## src/tip_pkg.sv

```systemverilog
// Shared types and constants of the text-to-integer parser.
`default_nettype none
package tip_pkg;

	localparam longint unsigned COUNT_LIMIT_DEF = 64'd65535;

	localparam int CHAR_W  = 8;
	localparam int RADIX_W = 6;
	localparam int VALUE_W = 64;
	localparam int USED_W  = 16;

	// base selection for the digit check of the current character
	localparam logic [1:0] BSEL_KEEP  = 2'd0;
	localparam logic [1:0] BSEL_TEN   = 2'd1;
	localparam logic [1:0] BSEL_EIGHT = 2'd2;
	localparam logic [1:0] BSEL_HEX   = 2'd3;

	// commands from the controller to the datapath, valid for one accepted request
	typedef struct packed {
		logic       step;      // a character is accepted this cycle
		logic       start;     // the character opens a new string
		logic [1:0] base_sel;  // base used for the digit check
		logic       base_wr;   // store the selected base
		logic       sign_wr;   // store the sign character
		logic       bump;      // advance the character count
		logic       acc_wr;    // store the multiply-add result
		logic       sat_wr;    // clamp the accumulator to the limit
		logic       load_out;  // capture a result
		logic       out_sat;   // result was clamped
	} cmd_t;

	// status from the datapath to the controller
	typedef struct packed {
		logic is_space;
		logic is_sign;
		logic is_zero;
		logic is_x;
		logic base_is_0;
		logic base_0or16;
		logic digit_ok;
		logic ovf;
	} stat_t;

endpackage
`default_nettype wire

```

## src/tip_ctrl.sv

```systemverilog
// Parse phase controller and output handshake of the text-to-integer parser.
`default_nettype none
module tip_ctrl (
	input  wire logic           clk,
	input  wire logic           arst_n,
	input  wire logic           s_tvalid,
	output logic                s_tready,
	input  wire logic           start,
	output logic                m_tvalid,
	input  wire logic           m_tready,
	input  wire tip_pkg::stat_t st,
	output tip_pkg::cmd_t       cmd
);
	import tip_pkg::*;

	localparam logic [2:0] PH_IDLE   = 3'd0;
	localparam logic [2:0] PH_LEAD   = 3'd1;
	localparam logic [2:0] PH_PREFIX = 3'd2;
	localparam logic [2:0] PH_ZERO   = 3'd3;
	localparam logic [2:0] PH_DIGITS = 3'd4;

	logic [2:0] phase_q;
	logic [2:0] phase_nx;
	logic [2:0] phase_e;
	logic       out_valid_q;
	logic       go;
	logic       to_prefix;
	logic       to_digits;
	logic [1:0] sel;

	assign s_tready = !out_valid_q || m_tready;
	assign m_tvalid = out_valid_q;
	assign go       = s_tvalid && s_tready;
	assign phase_e  = start ? PH_LEAD : phase_q;

	always_comb begin
		cmd       = '0;
		phase_nx  = phase_q;
		to_prefix = 1'b0;
		to_digits = 1'b0;
		sel       = BSEL_KEEP;
		if (go) begin
			cmd.step  = 1'b1;
			cmd.start = start;
			phase_nx  = phase_e;
			unique case (phase_e)
				PH_LEAD: begin
					if (st.is_space) begin
						cmd.bump = 1'b1;
					end else if (st.is_sign) begin
						cmd.sign_wr = 1'b1;
						cmd.bump    = 1'b1;
						phase_nx    = PH_PREFIX;
					end else begin
						to_prefix = 1'b1;
					end
				end
				PH_PREFIX: to_prefix = 1'b1;
				PH_ZERO: begin
					if (st.is_x) begin
						cmd.bump    = 1'b1;
						cmd.base_wr = 1'b1;
						sel         = BSEL_HEX;
						phase_nx    = PH_DIGITS;
					end else begin
						to_digits = 1'b1;
						sel       = st.base_is_0 ? BSEL_EIGHT : BSEL_KEEP;
					end
				end
				PH_DIGITS: to_digits = 1'b1;
				default: phase_nx = PH_IDLE;
			endcase
			if (to_prefix) begin
				if (st.base_0or16 && st.is_zero) begin
					cmd.bump = 1'b1;
					phase_nx = PH_ZERO;
				end else begin
					to_digits = 1'b1;
					sel       = st.base_is_0 ? BSEL_TEN : BSEL_KEEP;
				end
			end
			if (to_digits) begin
				cmd.base_wr = 1'b1;
				if (!st.digit_ok) begin
					cmd.load_out = 1'b1;
					phase_nx     = PH_IDLE;
				end else if (st.ovf) begin
					cmd.sat_wr   = 1'b1;
					cmd.load_out = 1'b1;
					cmd.out_sat  = 1'b1;
					phase_nx     = PH_IDLE;
				end else begin
					cmd.acc_wr = 1'b1;
					cmd.bump   = 1'b1;
					phase_nx   = PH_DIGITS;
				end
			end
			cmd.base_sel = sel;
		end
	end

	always_ff @(posedge clk or negedge arst_n) begin
		if (!arst_n) begin
			phase_q     <= PH_IDLE;
			out_valid_q <= 1'b0;
		end else begin
			phase_q <= phase_nx;
			if (cmd.load_out) begin
				out_valid_q <= 1'b1;
			end else if (m_tready) begin
				out_valid_q <= 1'b0;
			end
		end
	end

	a_load_slot_free: assert property (@(posedge clk) disable iff (!arst_n)
		cmd.load_out |-> (!out_valid_q || m_tready))
		else $error("result captured over an untaken result");
	a_idle_after_result: assert property (@(posedge clk) disable iff (!arst_n)
		cmd.load_out |=> (phase_q == PH_IDLE))
		else $error("parse continues after its result");
	a_result_held: assert property (@(posedge clk) disable iff (!arst_n)
		(out_valid_q && !m_tready) |=> out_valid_q)
		else $error("pending result dropped");
	a_no_digit_work_idle: assert property (@(posedge clk) disable iff (!arst_n)
		(cmd.acc_wr || cmd.sat_wr) |-> (go && (phase_e == PH_PREFIX || phase_e == PH_ZERO
		|| phase_e == PH_DIGITS || phase_e == PH_LEAD)))
		else $error("accumulator written outside a parse");

endmodule
`default_nettype wire

```

## config.mk

```make
export PLATFORM = sky130hd
export DESIGN_NAME = tip_ctrl
export DESIGN_NICKNAME = d
export VERILOG_FILES = /design/src/tip_pkg.sv /design/src/tip_ctrl.sv
export SDC_FILE = /design/constraint.sdc
export NUM_CORES = 1
export LEC_CHECK = 0
export ABC_AREA = 1
export BUFFER_PORTS_ARGS = -buffer_cell sky130_fd_sc_hd__buf_2
export CAP_MARGIN = 25
export CORE_AREA = 2 2 39 41
export DETAILED_ROUTE_END_ITERATION = 7
export DIE_AREA = 0 0 41 43
export PLACE_DENSITY = 0.68
export SLEW_MARGIN = 15
export SYNTH_ARGS = -nofsm -noshare
export SYNTH_HDL_FRONTEND = slang
export SYNTH_SLANG_ARGS = --single-unit
export TNS_END_PERCENT = 50
```

## constraint.sdc

```tcl
create_clock -name clk -period 1.4 [get_ports clk]
set_input_delay 0.28 -clock clk [delete_from_list [all_inputs] [get_ports clk]]
set_output_delay 0.28 -clock clk [all_outputs]
set_load 0.01 [all_outputs]
```

==> results of run 1 <==
worst paths after layout:
check                                  startpoint                      to  slack (ps)  depth (start not counted)
max                        phase_q[0]$_DFFE_PN0P_                  cmd[0]        -340                          8
min                                      m_tready    m_tvalid$_DFFE_PN0P_         340                          4
min in group asynchronous                  arst_n    m_tvalid$_DFFE_PN0P_         370                          2
max reg2reg                phase_q[0]$_DFFE_PN0P_    m_tvalid$_DFFE_PN0P_           0                          9
min reg2reg                  m_tvalid$_DFFE_PN0P_    m_tvalid$_DFFE_PN0P_         530                          2
max in group asynchronous                  arst_n  phase_q[1]$_DFFE_PN0P_         900                          2
metrics by stage:
| stage | cell area (sq um) | hold slack (ps) |
|---|---|---|
| 2_1_floorplan | 465 | -15.6 |
| 3_3_place_gp | 652 | 86.5 |
| 3_5_place_dp | 652 | 86.5 |
| 4_1_cts | 734 | 336 |
| 5_1_grt | 764 | 363 |
| 6_report | 764 | 342 |
state kept, by name (all words and copies together) (netlist names):
register	flops
m_tvalid	1
phase_q	3
power groups by stage:
stage,Combinational (uW),Clock (uW),Sequential (uW)
finish,427,144,176
global route,474,167,179
CTS,393,150,174
detailed placement,350,0,172
global placement,346,0,172
floorplan,225,0,171
cell families (layout without fill, tap and decap cells):
family | after synthesis | after routing | synth area share [%]
flops | 4 | 4 | 22.2
compound gates | 4 | 4 | 4.71
simple gates | 51 | 51 | 59.0
buf+inv | 15 | 55 | 14.1
critical path: stages, from the launching register on:
cell and delay [ps]:
dfrtp_1 420, inv_1 90, nand4_1 140, nand2_2 140, nand2_4 70, nand2_4 80
nand2_2 60, nor2_4 120, buf_6 110
repair_timing:
action	in CTS	in global routing
hold buffers	1	0
pin swaps	4	3
gates resized for setup	6	5
endpoints found under the hold margin	4	0
buffers inserted	3	2
setup endpoints to repair	10	14
cells in the final DEF, fill, tap and decap left out, drive strengths merged:
cell type / Yosys / layout
inv: 13 / 13
buf: 2 / 38
o21ai: 3 / 3
nor2: 11 / 11
nand3: 6 / 6
nand3b: 1 / 1
clkbuf: 0 / 3
a31oi: 1 / 1
dlygate4sd3: 0 / 1
nand4: 2 / 2
nor3: 1 / 1
dfrtp: 4 / 4
nand2: 30 / 30
layer usage:
layer	track usage (%)	up-vias	part of all wire, %
li1	-	308	-
met1	18.2	244	42
met2	27.5	15	53
met3	7.85	0	4.7
met4	4.00	0	0
met5	0	-	0
cell type report:
type / count / area (sq um) / share of cell area [%]
clock buffer: 3 / 22.5 / 2.95
sequential: 4 / 100 / 13.1
multi-input combinational: 55 / 325 / 42.6
timing repair buffer: 39 / 245 / 32.1
tap: 16 / 20.0 / 2.62
inverter: 13 / 51.3 / 6.71
==> impl_metrics.toml, run 1 <==
[sta]
max_freq_mhz = 576
maxSlewViolCount = 0
slew-limit-headroom_pct = 88.6
hold_viol = 0
tightest_slew_ps = 171
setup_ws_ps = -335
finClkSkew_ps = 9.68
finalCritPeriodShare_pct = 124
setup_violations = 10
finalCriticalPeriod_ps = 1740
setup_tns_ps = -2400
rsz0062_at_grt = "true"

[logic_synthesis]
netlist_area_sq_um = 452
synthFlopType = "dfrtp_1"
yosysMostFrequentCell = "nand2_1"
ys_seq_area_share_pct = 22.2
ys.warnings.count = 0
synth-seq-cells = 4
yosysUniqueCellTypes = 17
synth.area.top_cells = "dfrtp_1 22%, nand2_1 17%, inv_1 8.3%, nand2_2 8.3%, nor2_1 7.5%"
synthCells = 74
synth_edf_count = 0
synth.top_cells.by_count = "21 x nand2_1, 10 x inv_1, 9 x nor2_1"
synth.avg_cell_area_sq_um = 6.10
synthArstFlopShare_pct = 100
synth_area_leader_cell = "dfrtp_1"
synth_top_area_share_pct = 22.2
syn_nets = 87

[pwr]
vdd_drop_max_v = 0.000915
cellPowerDensity_nw_per_um2 = 977
p_total_uw = 747
p_leak_uw = 0.000482
power_frac_comb_pct = 57.2
p_sw_share_pct = 40.9
seq_power_share_pct = 23.6
clock_power_share_pct = 19.2
p_int_uw = 441
switching_power_uw = 306

[clocking]
cts_max_path_buffers = 2
clk_transition_reported_paths_ps = 40
clock-sinks = 4
clock_latency_ps = 240
cts_root_buf = "clkbuf_4"
htree_levels = 1
cts_tree = "built"
cts_made_buffers = 3

[finish]
fill_cells = 136
stdcell_count = 130
final_net_count = 129
insertedDiodeCount = 0
postLayoutCoreUtil_pct = 55.2
drive_above_1_share_pct = 54.4
area_delta_synth_final_pct = 69.3

[drt]
ant_nets = 0
drc = 0
routed-via-count = 567
drtPass1Iterations = 4
drt_iter0_markers = 6
wl_per_cell_um = 9.03
vias_per_cell = 4.36
routed_wl_um = 1170

[grt]
grt_pass1_wl_um = 1980
grt-ovfl-total = 0
grt_max_degree = 8
antenna_found_initial = 0
grt_pass1_vias = 528
gr-usage-all-layers_pct = 16.6

[placed_design]
dp_cells = 121
portBuffers = 25
place_ws_ps = -135
gp_congestion = 0.809
dp_hpwl_um = 928

[setup_path]
crit_type = "reg2out"
crit_required_ps = 1120
arrival_ps = 1460
worst_setup_path_start_kind = "flip-flop"
cp-end-kind = "primary output"
worstPathMaxFanout = 4

[floorplan]
die_area_sq_um = 1760
rows = 14
start_util_pct = 32.6
die_w_um = 41
fp.dieH_um = 43
pin_count = 26
core_area_sq_um = 1380

[status]
failed_checks = "negative setup slack"
status = "finished, violations left"

[run]
drv_cap = 0

[min_path]
min-delay-path-class = "in2reg"
No activity file was read; power rests on OpenSTA's default activity.
==> run 2: changes to the inputs <==
--- a/config.mk
+++ b/config.mk
@@ -11,7 +11,7 @@
 export CORE_AREA = 2 2 39 41
 export DETAILED_ROUTE_END_ITERATION = 7
 export DIE_AREA = 0 0 41 43
-export PLACE_DENSITY = 0.68
+export PLACE_DENSITY = 0.65
 export SLEW_MARGIN = 15
 export SYNTH_ARGS = -nofsm -noshare
 export SYNTH_HDL_FRONTEND = slang
==> constraint.sdc (replaced) <==
create_clock -name clk -period 1.8 [get_ports clk]
set_input_delay 0.36 -clock clk [delete_from_list [all_inputs] [get_ports clk]]
set_output_delay 0.36 -clock clk [all_outputs]
set_load 0.01 [all_outputs]
==> impl_metrics.toml, run 2 (synthesis gave the netlist of run 1 again) <==
[floorplan]
start_util_pct = 32.6
core_area_sq_um = 1380
die_area_sq_um = 1760
pin_count = 26
die_w_um = 41
rows = 14
fp.dieH_um = 43

[finish]
final_area_sq_um = 687
mostFrequentLayoutCell = "buf_2"
regMostFlops = "phase_q"
final_cell_mix = "24 x buf_2, 20 x nand2_1, 9 x inv_1, 9 x nor2_1, 7 x buf_4"
area_delta_synth_final_pct = 52.1
final_net_count = 123
largest_register_ffs = 3
insertedDiodeCount = 0
drive_above_1_share_pct = 50.0

[run]
drv_cap = 0

[grt]
gr-usage-all-layers_pct = 14.9
antenna_found_initial = 0
grt_pass1_vias = 468
grt_pass1_wl_um = 1840
grt-ovfl-total = 0
grt_max_degree = 8

[setup_path]
worstPathMaxFanout = 4
rrSetupSlack_ps = 510
crit_path_cell_trace = "inv_2 -> nand2_4 -> nor2_4 -> nand2_2 -> nand2_2 -> inv_2 -> nand2_4 -> nand2_1 -> nor2_1 -> buf_2"
cp-end-kind = "primary output"
critical-path-max-stage-delay_ps = 390
crit_type = "reg2out"
cp_slowest_cell = "dfrtp_1"
worst_setup_path_start_kind = "flip-flop"
arrival_ps = 1450
critPathTopFamily = "simple AND/OR/NAND/NOR gates"
cp_num_buf_inv = 3
crit_required_ps = 1440

[min_path]
min-delay-path-class = "in2reg"

[sta]
rsz0062_at_grt = "true"
tightest_slew_ps = 204
finalCritPeriodShare_pct = 100
maxSlewViolCount = 0
setup_ws_ps = -8.80
hold_viol = 0
setup_violations = 3
max_freq_mhz = 553
finClkSkew_ps = 1.50
setup_tns_ps = -21.0
finalCriticalPeriod_ps = 1810
slew-limit-headroom_pct = 86.4

[clocking]
clock-sinks = 4
cts_made_buffers = 3
htree_levels = 1
clk_transition_reported_paths_ps = 40
clock_latency_ps = 230
cts_max_path_buffers = 2
cts_tree = "built"
cts_root_buf = "clkbuf_4"

[drt]
wl_per_cell_um = 9.19
met1Wirelength_um = 519
routed_wl_um = 1140
drt_iter0_markers = 14
highest_layer = "met3"
drtPass1Iterations = 4
drc = 0
wl_met3_um = 76
vias_per_cell = 4.56
wl_met2_um = 544
routed-via-count = 565
ant_nets = 0

[placed_design]
portBuffers = 25
gp_congestion = 0.804
placed_area_sq_um = 589
dp_hpwl_um = 898

[pwr]
cellPowerDensity_nw_per_um2 = 773
p_leak_uw = 0.000451
vdd_drop_max_v = 0.000556

[status]
status = "finished, violations left"
failed_checks = "negative setup slack"
## run 2: metal layers
metal / vias up / global-route usage [%]
met5: - / 0
met4: 0 / 6.00
met3: 0 / 4.71
met2: 25 / 22.2
met1: 241 / 19.2
li1: 299 / -
## run 2: layout make-up
| type | count | area [sq um] |
|---|---|---|
| Fill cell | 152 | 697 |
| Inverter | 13 | 48.8 |
| Sequential cell | 4 | 101 |
| Clock buffer | 3 | 22.5 |
| Timing Repair Buffer | 33 | 194 |
| Tap cell | 16 | 20.0 |
| Multi-Input combinational cell | 55 | 300 |
## run 2: path summary, 6_finish.rpt
check | start | to | cells after the start
max reg2reg | phase_q[2]$_DFFE_PN0P_ | m_tvalid$_DFFE_PN0P_ | 10
max in group asynchronous | arst_n | phase_q[0]$_DFFE_PN0P_ | 2
min reg2reg | m_tvalid$_DFFE_PN0P_ | m_tvalid$_DFFE_PN0P_ | 2
min | m_tready | m_tvalid$_DFFE_PN0P_ | 4
max | phase_q[2]$_DFFE_PN0P_ | cmd[0] | 10
min in group asynchronous | arst_n | phase_q[1]$_DFFE_PN0P_ | 2
## run 2: power breakdown
group	total (uW)	switching (uW)	internal (uW)	leakage, uW
logic	282	161	122	0.000385
clock network	110	35.5	74.5	0.0000138
registers	139	24.8	114	0.0000517
## run 2: timing repair
action,in CTS,in global routing
setup endpoints to repair,4,7
endpoints found under the hold margin,4,0
pin swaps,2,6
gates resized for setup,2,5
hold buffers,1,0
setup buffers,3,3
## run 2: worst reg2reg max path, stage by stage (launching register included)
cell,delay (ps)
dfrtp_1,390
inv_2,90
nand2_4,70
nor2_4,140
nand2_2,80
nand2_2,60
inv_2,50
nand2_4,60
nand3b_1,100
buf_4,150
nand2_1,50
## run 2: metrics by stage
step	worst slack, ps	hold WS (ps)	util (%)	cells	power (uW)
4_1_cts	-29.0	431	47.1	121	515
5_1_grt	-124	448	49.6	124	581
3_3_place_gp	123	169	42.6	114	365
6_report	-8.80	430	49.6	124	531
3_5_place_dp	82.4	169	42.6	114	371
2_1_floorplan	139	64.4	-	74	301
