[config.mk]
export PLATFORM = sky130hd
export DESIGN_NAME = tip_dp
export DESIGN_NICKNAME = d
export VERILOG_FILES = /design/src/tip_pkg.sv /design/src/tip_dp.sv
export SDC_FILE = /design/constraint.sdc
export NUM_CORES = 1
export LEC_CHECK = 0
export BUFFER_PORTS_ARGS = -buffer_cell sky130_fd_sc_hd__buf_2
export CAP_MARGIN = 20
export CORE_UTILIZATION = 62
export DETAILED_ROUTE_END_ITERATION = 10
export GPL_TIMING_DRIVEN = 0
export PLACE_DENSITY = 0.8
export SLEW_MARGIN = 20
export SYNTH_ARGS = -nofsm -noshare
export SYNTH_HDL_FRONTEND = slang
export SYNTH_SLANG_ARGS = --single-unit
[constraint.sdc]
create_clock -name clk -period 13.4 [get_ports clk]
set_clock_uncertainty 0.2 [all_clocks]
set_input_delay 2.01 -clock clk [delete_from_list [all_inputs] [get_ports clk]]
set_output_delay 2.01 -clock clk [all_outputs]
set_load 0.02 [all_outputs]
[src/tip_pkg.sv]
// Shared types and constants of the text-to-integer parser.
`default_nettype none
package tip_pkg;

	localparam longint unsigned COUNT_LIMIT_DEF = 64'd65535;

	localparam int CHAR_W  = 8;
	localparam int RADIX_W = 6;
	localparam int VALUE_W = 64;
	localparam int USED_W  = 16;

	// base selection for the digit check of the current character
	localparam logic [1:0] BSEL_KEEP  = 2'd0;
	localparam logic [1:0] BSEL_TEN   = 2'd1;
	localparam logic [1:0] BSEL_EIGHT = 2'd2;
	localparam logic [1:0] BSEL_HEX   = 2'd3;

	// commands from the controller to the datapath, valid for one accepted request
	typedef struct packed {
		logic       step;      // a character is accepted this cycle
		logic       start;     // the character opens a new string
		logic [1:0] base_sel;  // base used for the digit check
		logic       base_wr;   // store the selected base
		logic       sign_wr;   // store the sign character
		logic       bump;      // advance the character count
		logic       acc_wr;    // store the multiply-add result
		logic       sat_wr;    // clamp the accumulator to the limit
		logic       load_out;  // capture a result
		logic       out_sat;   // result was clamped
	} cmd_t;

	// status from the datapath to the controller
	typedef struct packed {
		logic is_space;
		logic is_sign;
		logic is_zero;
		logic is_x;
		logic base_is_0;
		logic base_0or16;
		logic digit_ok;
		logic ovf;
	} stat_t;

endpackage
`default_nettype wire

[src/tip_dp.sv]
// Datapath of the text-to-integer parser: character decode, accumulator, count, result.
`default_nettype none
module tip_dp #(
	parameter longint unsigned COUNT_LIMIT = tip_pkg::COUNT_LIMIT_DEF,
	parameter int              CNT_W       = 16
) (
	input  wire logic                          clk,
	input  wire logic                          arst_n,
	input  wire logic                          cfg_valid,
	input  wire logic [tip_pkg::RADIX_W-1:0]   cfg_data,
	input  wire logic [tip_pkg::CHAR_W-1:0]    char_code,
	input  wire tip_pkg::cmd_t                 cmd,
	output tip_pkg::stat_t                     st,
	output logic [tip_pkg::VALUE_W-1:0]        value,
	output logic [tip_pkg::USED_W-1:0]         chars_used,
	output logic                               saturated
);
	import tip_pkg::*;

	localparam logic [7:0] CH_SPACE = 8'h20;
	localparam logic [7:0] CH_TAB   = 8'h09;
	localparam logic [7:0] CH_CR    = 8'h0D;
	localparam logic [7:0] CH_0     = 8'h30;
	localparam logic [7:0] CH_9     = 8'h39;
	localparam logic [7:0] CH_A     = 8'h61;
	localparam logic [7:0] CH_Z     = 8'h7A;
	localparam logic [7:0] CH_X     = 8'h78;
	localparam logic [7:0] CH_MINUS = 8'h2D;
	localparam logic [7:0] CH_PLUS  = 8'h2B;
	localparam logic [7:0] CASE_BIT = 8'h20;

	localparam logic [1:0] LK_UNS = 2'd0;
	localparam logic [1:0] LK_POS = 2'd1;
	localparam logic [1:0] LK_NEG = 2'd2;

	localparam logic [CNT_W-1:0] CNT_MAX = CNT_W'(COUNT_LIMIT);

	logic [RADIX_W-1:0] radix_q;
	logic [RADIX_W-1:0] base_q;
	logic               neg_q;
	logic [1:0]         lk_q;
	logic [VALUE_W-1:0] acc_q;
	logic [CNT_W-1:0]   cnt_q;

	logic [RADIX_W-1:0] base_e;
	logic [RADIX_W-1:0] base_d;
	logic               neg_e;
	logic [1:0]         lk_e;
	logic [VALUE_W-1:0] acc_e;
	logic [CNT_W-1:0]   cnt_e;

	logic [7:0]         lc;
	logic               is_num;
	logic               is_alpha;
	logic [5:0]         dig;
	logic [VALUE_W-1:0] lim;
	logic [69:0]        prod;
	logic [70:0]        sum;
	logic [VALUE_W-1:0] acc_fin;
	logic [CNT_W+15:0]  cnt_ext;

	// a new string sees cleared state and the configured radix
	assign base_e = cmd.start ? radix_q : base_q;
	assign neg_e  = cmd.start ? 1'b0 : neg_q;
	assign lk_e   = cmd.start ? LK_UNS : lk_q;
	assign acc_e  = cmd.start ? '0 : acc_q;
	assign cnt_e  = cmd.start ? '0 : cnt_q;

	always_comb begin
		case (cmd.base_sel)
			BSEL_TEN:   base_d = RADIX_W'(10);
			BSEL_EIGHT: base_d = RADIX_W'(8);
			BSEL_HEX:   base_d = RADIX_W'(16);
			default:    base_d = base_e;
		endcase
	end

	always_comb begin
		case (lk_e)
			LK_POS:  lim = {1'b0, {(VALUE_W-1){1'b1}}};
			LK_NEG:  lim = {1'b1, {(VALUE_W-1){1'b0}}};
			default: lim = '1;
		endcase
	end

	assign lc       = char_code | CASE_BIT;
	assign is_num   = (char_code >= CH_0) && (char_code <= CH_9);
	assign is_alpha = (lc >= CH_A) && (lc <= CH_Z);
	assign dig      = is_num ? 6'(char_code - CH_0) : 6'(lc - CH_A + 8'd10);

	assign prod = 70'(acc_e) * 70'(base_d);
	assign sum  = {1'b0, prod} + 71'(dig);

	assign st.is_space   = (char_code == CH_SPACE) || ((char_code >= CH_TAB) && (char_code <= CH_CR));
	assign st.is_sign    = (char_code == CH_MINUS) || (char_code == CH_PLUS);
	assign st.is_zero    = (char_code == CH_0);
	assign st.is_x       = (lc == CH_X);
	assign st.base_is_0  = (base_e == '0);
	assign st.base_0or16 = (base_e == '0) || (base_e == RADIX_W'(16));
	assign st.digit_ok   = (is_num || is_alpha) && (base_d >= RADIX_W'(2))
		&& (base_d <= RADIX_W'(36)) && (dig < base_d);
	assign st.ovf        = sum > {7'b0, lim};

	assign acc_fin = cmd.sat_wr ? lim : acc_e;
	assign cnt_ext = {16'b0, cnt_e};

	always_ff @(posedge clk or negedge arst_n) begin
		if (!arst_n) begin
			radix_q <= '0;
			base_q  <= '0;
			neg_q   <= 1'b0;
			lk_q    <= LK_UNS;
			acc_q   <= '0;
			cnt_q   <= '0;
		end else begin
			if (cfg_valid) begin
				radix_q <= cfg_data;
			end
			if (cmd.step) begin
				base_q <= cmd.base_wr ? base_d : base_e;
				neg_q  <= cmd.sign_wr ? (char_code == CH_MINUS) : neg_e;
				if (cmd.sign_wr) begin
					lk_q <= (char_code == CH_MINUS) ? LK_NEG : LK_POS;
				end else begin
					lk_q <= lk_e;
				end
				if (cmd.sat_wr) begin
					acc_q <= lim;
				end else if (cmd.acc_wr) begin
					acc_q <= sum[VALUE_W-1:0];
				end else begin
					acc_q <= acc_e;
				end
				if (cmd.bump && (cnt_e < CNT_MAX)) begin
					cnt_q <= cnt_e + 1'b1;
				end else begin
					cnt_q <= cnt_e;
				end
			end
		end
	end

	// result register: hold until taken
	always_ff @(posedge clk) begin
		if (cmd.load_out) begin
			value      <= neg_e ? (VALUE_W'(0) - acc_fin) : acc_fin;
			chars_used <= (acc_fin != '0) ? cnt_ext[15:0] : '0;
			saturated  <= cmd.out_sat;
		end
	end

endmodule
`default_nettype wire

==> results_dict.tcl, run 1 <==
set metrics [dict create \
    setup_viol 0 \
    start_kind "input pin" \
    syn_to_final_growth_pct 10.9 \
    multi_input_area_um2 18700 \
    tritoncts "built" \
    ir_drop_mv 0.0670 \
    maxCapViolations 0 \
    numCtsBuffers 17 \
    area.sequential_um2 4810 \
    drive_gt1_share_pct 10.6 \
    final_cells 3606 \
    cp.arrival_ns 10.94 \
    fp.dieH_um 202 \
    synth_area_leader_cell "fa_1" \
    cts.htree.levels 4 \
    cts_max_path_buffers 2 \
    post-dp-hpwl_mm 69.3 \
    syn-cell-area_um2 24700 \
    fin_tns_setup_ns 0 \
    place_inst 3566 \
    placeableCoreArea_um2 39000 \
    endpoint_kind "output pin" \
    slew_headroom_pct 34.8 \
    drv_slew 0 \
    yosys_warnings 0 \
    ys_async_sr_fraction_pct 54.0 \
    rsz0062_at_grt "no" \
    final_cell_mix "nor2_1, nand2_1, fa_1, ha_1, inv_1" \
    cts-root-buf "clkbuf_16" \
    fin_crit_ns 13.15 \
    power.total_mw 2.82 \
    synth_fp_nets 3445 \
    avgSynthCellArea_um2 8.42 \
    grt_usage_pct 43.8 \
    yosysSeqAreaShare_pct 19.5 \
    path_class "in2out" \
    clkLatencyLatePin_ns 0.48 \
    fp.dieW_um 202 \
    outcome "finished, violations left" \
    path_max_fanout 23 \
    slowest_stage "nor4_1" \
    ys_ff_latch 176 \
    place.port_buffers 111 \
    final_hold_viol_count 0 \
    start_util_pct 63.3 \
    io_pins 117 \
    gp_congestion 1.01 \
    gr-total-overflow 0 \
    violations "design-rule violations" \
    num_vias 23800 \
    rows 72 \
    grt_pass1_wl_mm 136 \
    synth_cells 2935 \
    hold_buffers 0 \
    die-area_um2 40600 \
    viasPerCell 6.60 \
    ys_types 78 \
    synth_edf_count 81 \
    nets 3584 \
    wire_per_inst_um 24.4 \
    final_area_um2 27400 \
    first_pass_iters 9 \
    synthFlopType "dfrtp_1" \
    cpPeakStageDelay_ns 0.67 \
    antenna_found_initial 2 \
    hold_path_class "reg2reg" \
    grt_max_degree 66 \
    tightest_slew_ns 0.954 \
    pwr_density_cell_nw_per_um2 103 \
    antenna_left 0 \
    synth_top_area_share_pct 20.4 \
    utilization_pct 70.2 \
    path_clk_slew_ns 0.07 \
    placed_cell_area_um2 26000 \
    min_period_over_period_pct 98.1 \
    fillCellCount 3055 \
    first_global_vias 23600 \
    routed_wl_mm 88.1 \
    clock.fmax_ghz 0.0761 \
    p_leak_nw 12.7 \
    drc_errors 1 \
    cts_sinks 176 \
    netlist_top_cells_area "fa_1, ha_1, edfxtp_1" \
    final_common_cell "nor2_1" \
    drtIter0Drc 2794 \
    cp.required_ns 11.19 \
]
cell usage after synthesis, drive strengths merged (35+ instances only):
cell type  instances
a21o              35
nor3              35
a211oi            38
buf               45
xor2              67
a21oi            179
nand4             42
edfxtp            81
nand3             44
o21ai            211
and2              35
ha               230
nor2b             52
clkbuf           157
nand2b            71
nand2            290
inv              211
dfrtp             95
nor2             388
xnor2             72
fa               252
registers in the layout, indices dropped and copies added, names as in the netlist:
signal      cells
lk_q            2
chars_used     16
base_q          6
saturated       1
value          64
neg_q           1
acc_q          64
radix_q         6
cnt_q          16
cell families (layout without fill, tap and decap cells):
| family | after synthesis | count (layout) | synth area share, % |
|---|---|---|---|
| mux | 21 | 21 | 0.902 |
| flops | 176 | 176 | 19.5 |
| xor+xnor | 139 | 139 | 4.93 |
| compound gates | 663 | 663 | 16.5 |
| other cells | 0 | 1 | 0 |
| simple gates | 1041 | 1041 | 19.7 |
| buf+inv | 413 | 565 | 6.40 |
| fa+ha+maj | 482 | 482 | 32.1 |
report_power, final:
part / total, mW / leakage (nW) / switching (mW) / internal (mW)
sequential: 0.685 / 1.92 / 0.0461 / 0.639
combinational: 1.61 / 10.5 / 1.06 / 0.546
clock: 0.521 / 0.293 / 0.260 / 0.262
area by class of cell:
type,instances,share of cell area [%]
Multi-Input combinational cell,2346,68.4
Sequential cell,176,17.6
Buffer,182,3.23
Timing Repair Buffer,140,3.21
Inverter,211,2.99
Tap cell,518,2.37
Clock buffer,18,1.64
Clock inverter,14,0.603
Antenna cell,1,0.00914
per-layer routing:
metal	vias to the layer above	wire, µm	track usage (%)
met5	-	10	0
met4	2	3940	18.5
met3	291	12100	13.3
met2	1753	37700	64.7
met1	11500	34300	59.6
li1	10300	-	-
path summary, 6_finish.rpt:
| check | end | slack, ns | cells after the start | from |
|---|---|---|---|---|
| worst max-delay path | st[0] | 0.25 | 37 | cmd[9] |
| worst min-delay path | acc_q[54]$_DFFE_PN0P_ | 0.30 | 2 | acc_q[54]$_DFFE_PN0P_ |
| worst max register to register | acc_q[58]$_DFFE_PN0P_ | 6.35 | 25 | radix_q[5]$_DFFE_PN0P_ |
| worst min register to register | acc_q[54]$_DFFE_PN0P_ | 0.30 | 2 | acc_q[54]$_DFFE_PN0P_ |
| max in group asynchronous | acc_q[63]$_DFFE_PN0P_ | 11.09 | 2 | arst_n |
| min in group asynchronous | acc_q[4]$_DFFE_PN0P_ | 1.24 | 1 | arst_n |
what timing repair did:
action / CTS / global route
endpoints found under the hold margin: 0 / 0
endpoints found under the setup margin: 1 / 1
gates resized for setup: 127 / 53
cloned: 0 / 1
buffers inserted: 10 / 16
pin swaps: 10 / 17
stage by stage:
step	hold slack, ns	setup slack [ns]
finish	0.298	0.254
detailed placement	0.267	-4.12
global placement	0.258	-3.75
CTS	0.283	0.0439
global route	0.316	0.0764
floorplan	0.249	0.590
worst max-delay path: cells and delay by family:
| kind | cells | cell delay (ns) |
|---|---|---|
| AND/OR/NAND/NOR | 9 | 2.04 |
| buffers and inverters | 10 | 1.58 |
| XOR/XNOR | 1 | 0.14 |
| adder cells (fa/ha/maj) | 6 | 2.64 |
| AO/OA/AOI/OAI | 10 | 2.12 |
| multiplexers | 1 | 0.35 |
No activity file was read; power rests on OpenSTA's default activity.
==> inputs of run 2 (changes only) <==
Settings changed: CORE_ASPECT_RATIO from default to 2.
==> run 2 against run 1 <==
  * The run still ends with design-rule violations left
  * Non-clock buffer count increased by 5
  * Sequential cell count stayed put
  * Sequential power barely moved
  * Final cell count rose by 0.42%
  * Largest power group unchanged
  * Highest routed layer unchanged
==> results_dict.tcl, run 2 (synthesis results as in run 1) <==
set metrics [dict create \
    drtIter0Drc 2212 \
    cp.arrival_ns 11.09 \
    start_util_pct 62.8 \
    first_pass_iters 11 \
    place_ws_ns -4.43 \
    cts-root-buf "clkbuf_16" \
    drc_errors 8 \
    sw_frac_of_total_pct 48.5 \
    cpPeakStageDelay_ns 0.55 \
    p_switching_mw 1.36 \
    cpMostUsedCell "fa_1" \
    io_pins 117 \
    nets 3589 \
    area.sequential_um2 4810 \
    final_common_cell "nor2_1" \
    top_regs "acc_q x64, value x64" \
    rows 103 \
    pwr_density_cell_nw_per_um2 102 \
    clkLatencyLatePin_ns 0.47 \
    drv_slew 0 \
    setup_viol 0 \
    final_cells 3621 \
    hold_path_class "reg2reg" \
    antenna_left 0 \
    maxCapViolations 0 \
    path_max_fanout 37 \
    tightest_slew_ns 1.12 \
    cts_max_path_buffers 2 \
    cts_sinks 176 \
    ir_drop_mv 0.0717 \
    hold_buffers 0 \
    place_inst 3573 \
    grt_max_degree 64 \
    num_vias 24500 \
    final_hold_viol_count 0 \
    viasPerCell 6.76 \
    min_period_over_period_pct 99.3 \
    seq_power_share_pct 24.5 \
    drive_gt1_share_pct 11.2 \
    endpoint_kind "output pin" \
    power.share.clock_pct 18.7 \
    fin_crit_ns 13.30 \
    first_global_vias 25600 \
    routed_wl_mm 97.5 \
    syn_to_final_growth_pct 11.4 \
    die-area_um2 40700 \
    placed_cell_area_um2 26000 \
    grt_pass1_wl_mm 148 \
    placeableCoreArea_um2 39300 \
    fillCellCount 3013 \
    cp.required_ns 11.19 \
    slew_headroom_pct 25.2 \
    final_cell_mix "nor2_1, nand2_1, fa_1, ha_1, inv_1" \
    gr-total-overflow 0 \
    slowest_stage "fa_1" \
    final_area_um2 27500 \
    antenna_found_initial 4 \
    post-dp-hpwl_mm 76.6 \
    numCtsBuffers 17 \
    path_class "in2out" \
    grt_usage_pct 49.7 \
    tritoncts "built" \
    start_kind "input pin" \
    outcome "finished, violations left" \
    clock.fmax_ghz 0.0752 \
    wire_per_inst_um 26.9 \
    gp_congestion 1.04 \
    p_leak_nw 12.8 \
    cts.htree.levels 4 \
    multi_input_area_um2 18800 \
    power_frac_comb_pct 56.9 \
    path_clk_slew_ns 0.07 \
    r2r-start "radix_q[2]$_DFFE_PN0P_" \
    violations "design-rule violations" \
    fp.dieH_um 284 \
    hold_start "acc_q[45]$_DFFE_PN0P_" \
    p_int_mw 1.45 \
    fin_tns_setup_ns 0 \
    place.port_buffers 111 \
    cp-startpoint "cmd[9]" \
    setup_ws_ns 0.0984 \
    fp.dieW_um 143 \
]
## run 2: metrics by stage
step | power (mW) | utilization (%) | hold slack (ns)
finish | 2.81 | 70.0 | 0.296
global route | 2.96 | 70.0 | 0.311
CTS | 2.71 | 69.5 | 0.294
detailed placement | 2.16 | 66.1 | 0.272
global placement | 2.10 | 65.9 | 0.259
floorplan | 1.69 | - | 0.249
## run 2: worst paths after layout
path	slack (ns)	to	cells past startpoint
max	0.1	st[0]	39
min	0.30	acc_q[45]$_DFFE_PN0P_	1
max reg2reg	6.41	acc_q[55]$_DFFE_PN0P_	28
min reg2reg	0.30	acc_q[45]$_DFFE_PN0P_	1
max in group asynchronous	11.07	acc_q[39]$_DFFE_PN0P_	2
min in group asynchronous	1.26	cnt_q[13]$_DFFE_PN0P_	1
## run 2: worst max-delay path: cells and delay by family
kind / cells / cell delay, ns
buffers and inverters: 10 / 1.48
xor gates and xnor gates: 1 / 0.12
muxes: 1 / 0.09
AOI/OAI and AO/OA: 12 / 2.65
and+or+nand+nor: 9 / 1.85
adders and majority gates: 6 / 2.80
## run 2: area by class of cell
class,count,area share (%)
multi-input combinational,2346,68.4
clock inverter,15,0.609
timing repair buffer,142,3.18
sequential,176,17.5
tap,525,2.39
antenna,4,0.0364
buffer,185,3.45
inverter,211,2.96
clock buffer,17,1.55
## run 2: power by group through the flow
| stage | registers [mW] | logic, mW | clock network [mW] |
|---|---|---|---|
| 2_1_floorplan | 0.713 | 0.978 | 0 |
| 3_3_place_gp | 0.692 | 1.41 | 0 |
| 3_5_place_dp | 0.694 | 1.47 | 0 |
| 4_1_cts | 0.683 | 1.52 | 0.511 |
| 5_1_grt | 0.693 | 1.73 | 0.536 |
| 6_report | 0.687 | 1.60 | 0.525 |
## run 2: layer usage
metal	track usage [%]	wire length, µm
met1	49.6	30900
met2	79.7	47000
met3	14.5	8570
met4	50.7	11000
met5	0	57
## run 2: what timing repair did
item,in CTS,in global routing
endpoints found under the setup margin,1,1
gates resized for setup,182,50
setup buffers,19,10
pin swaps,10,16
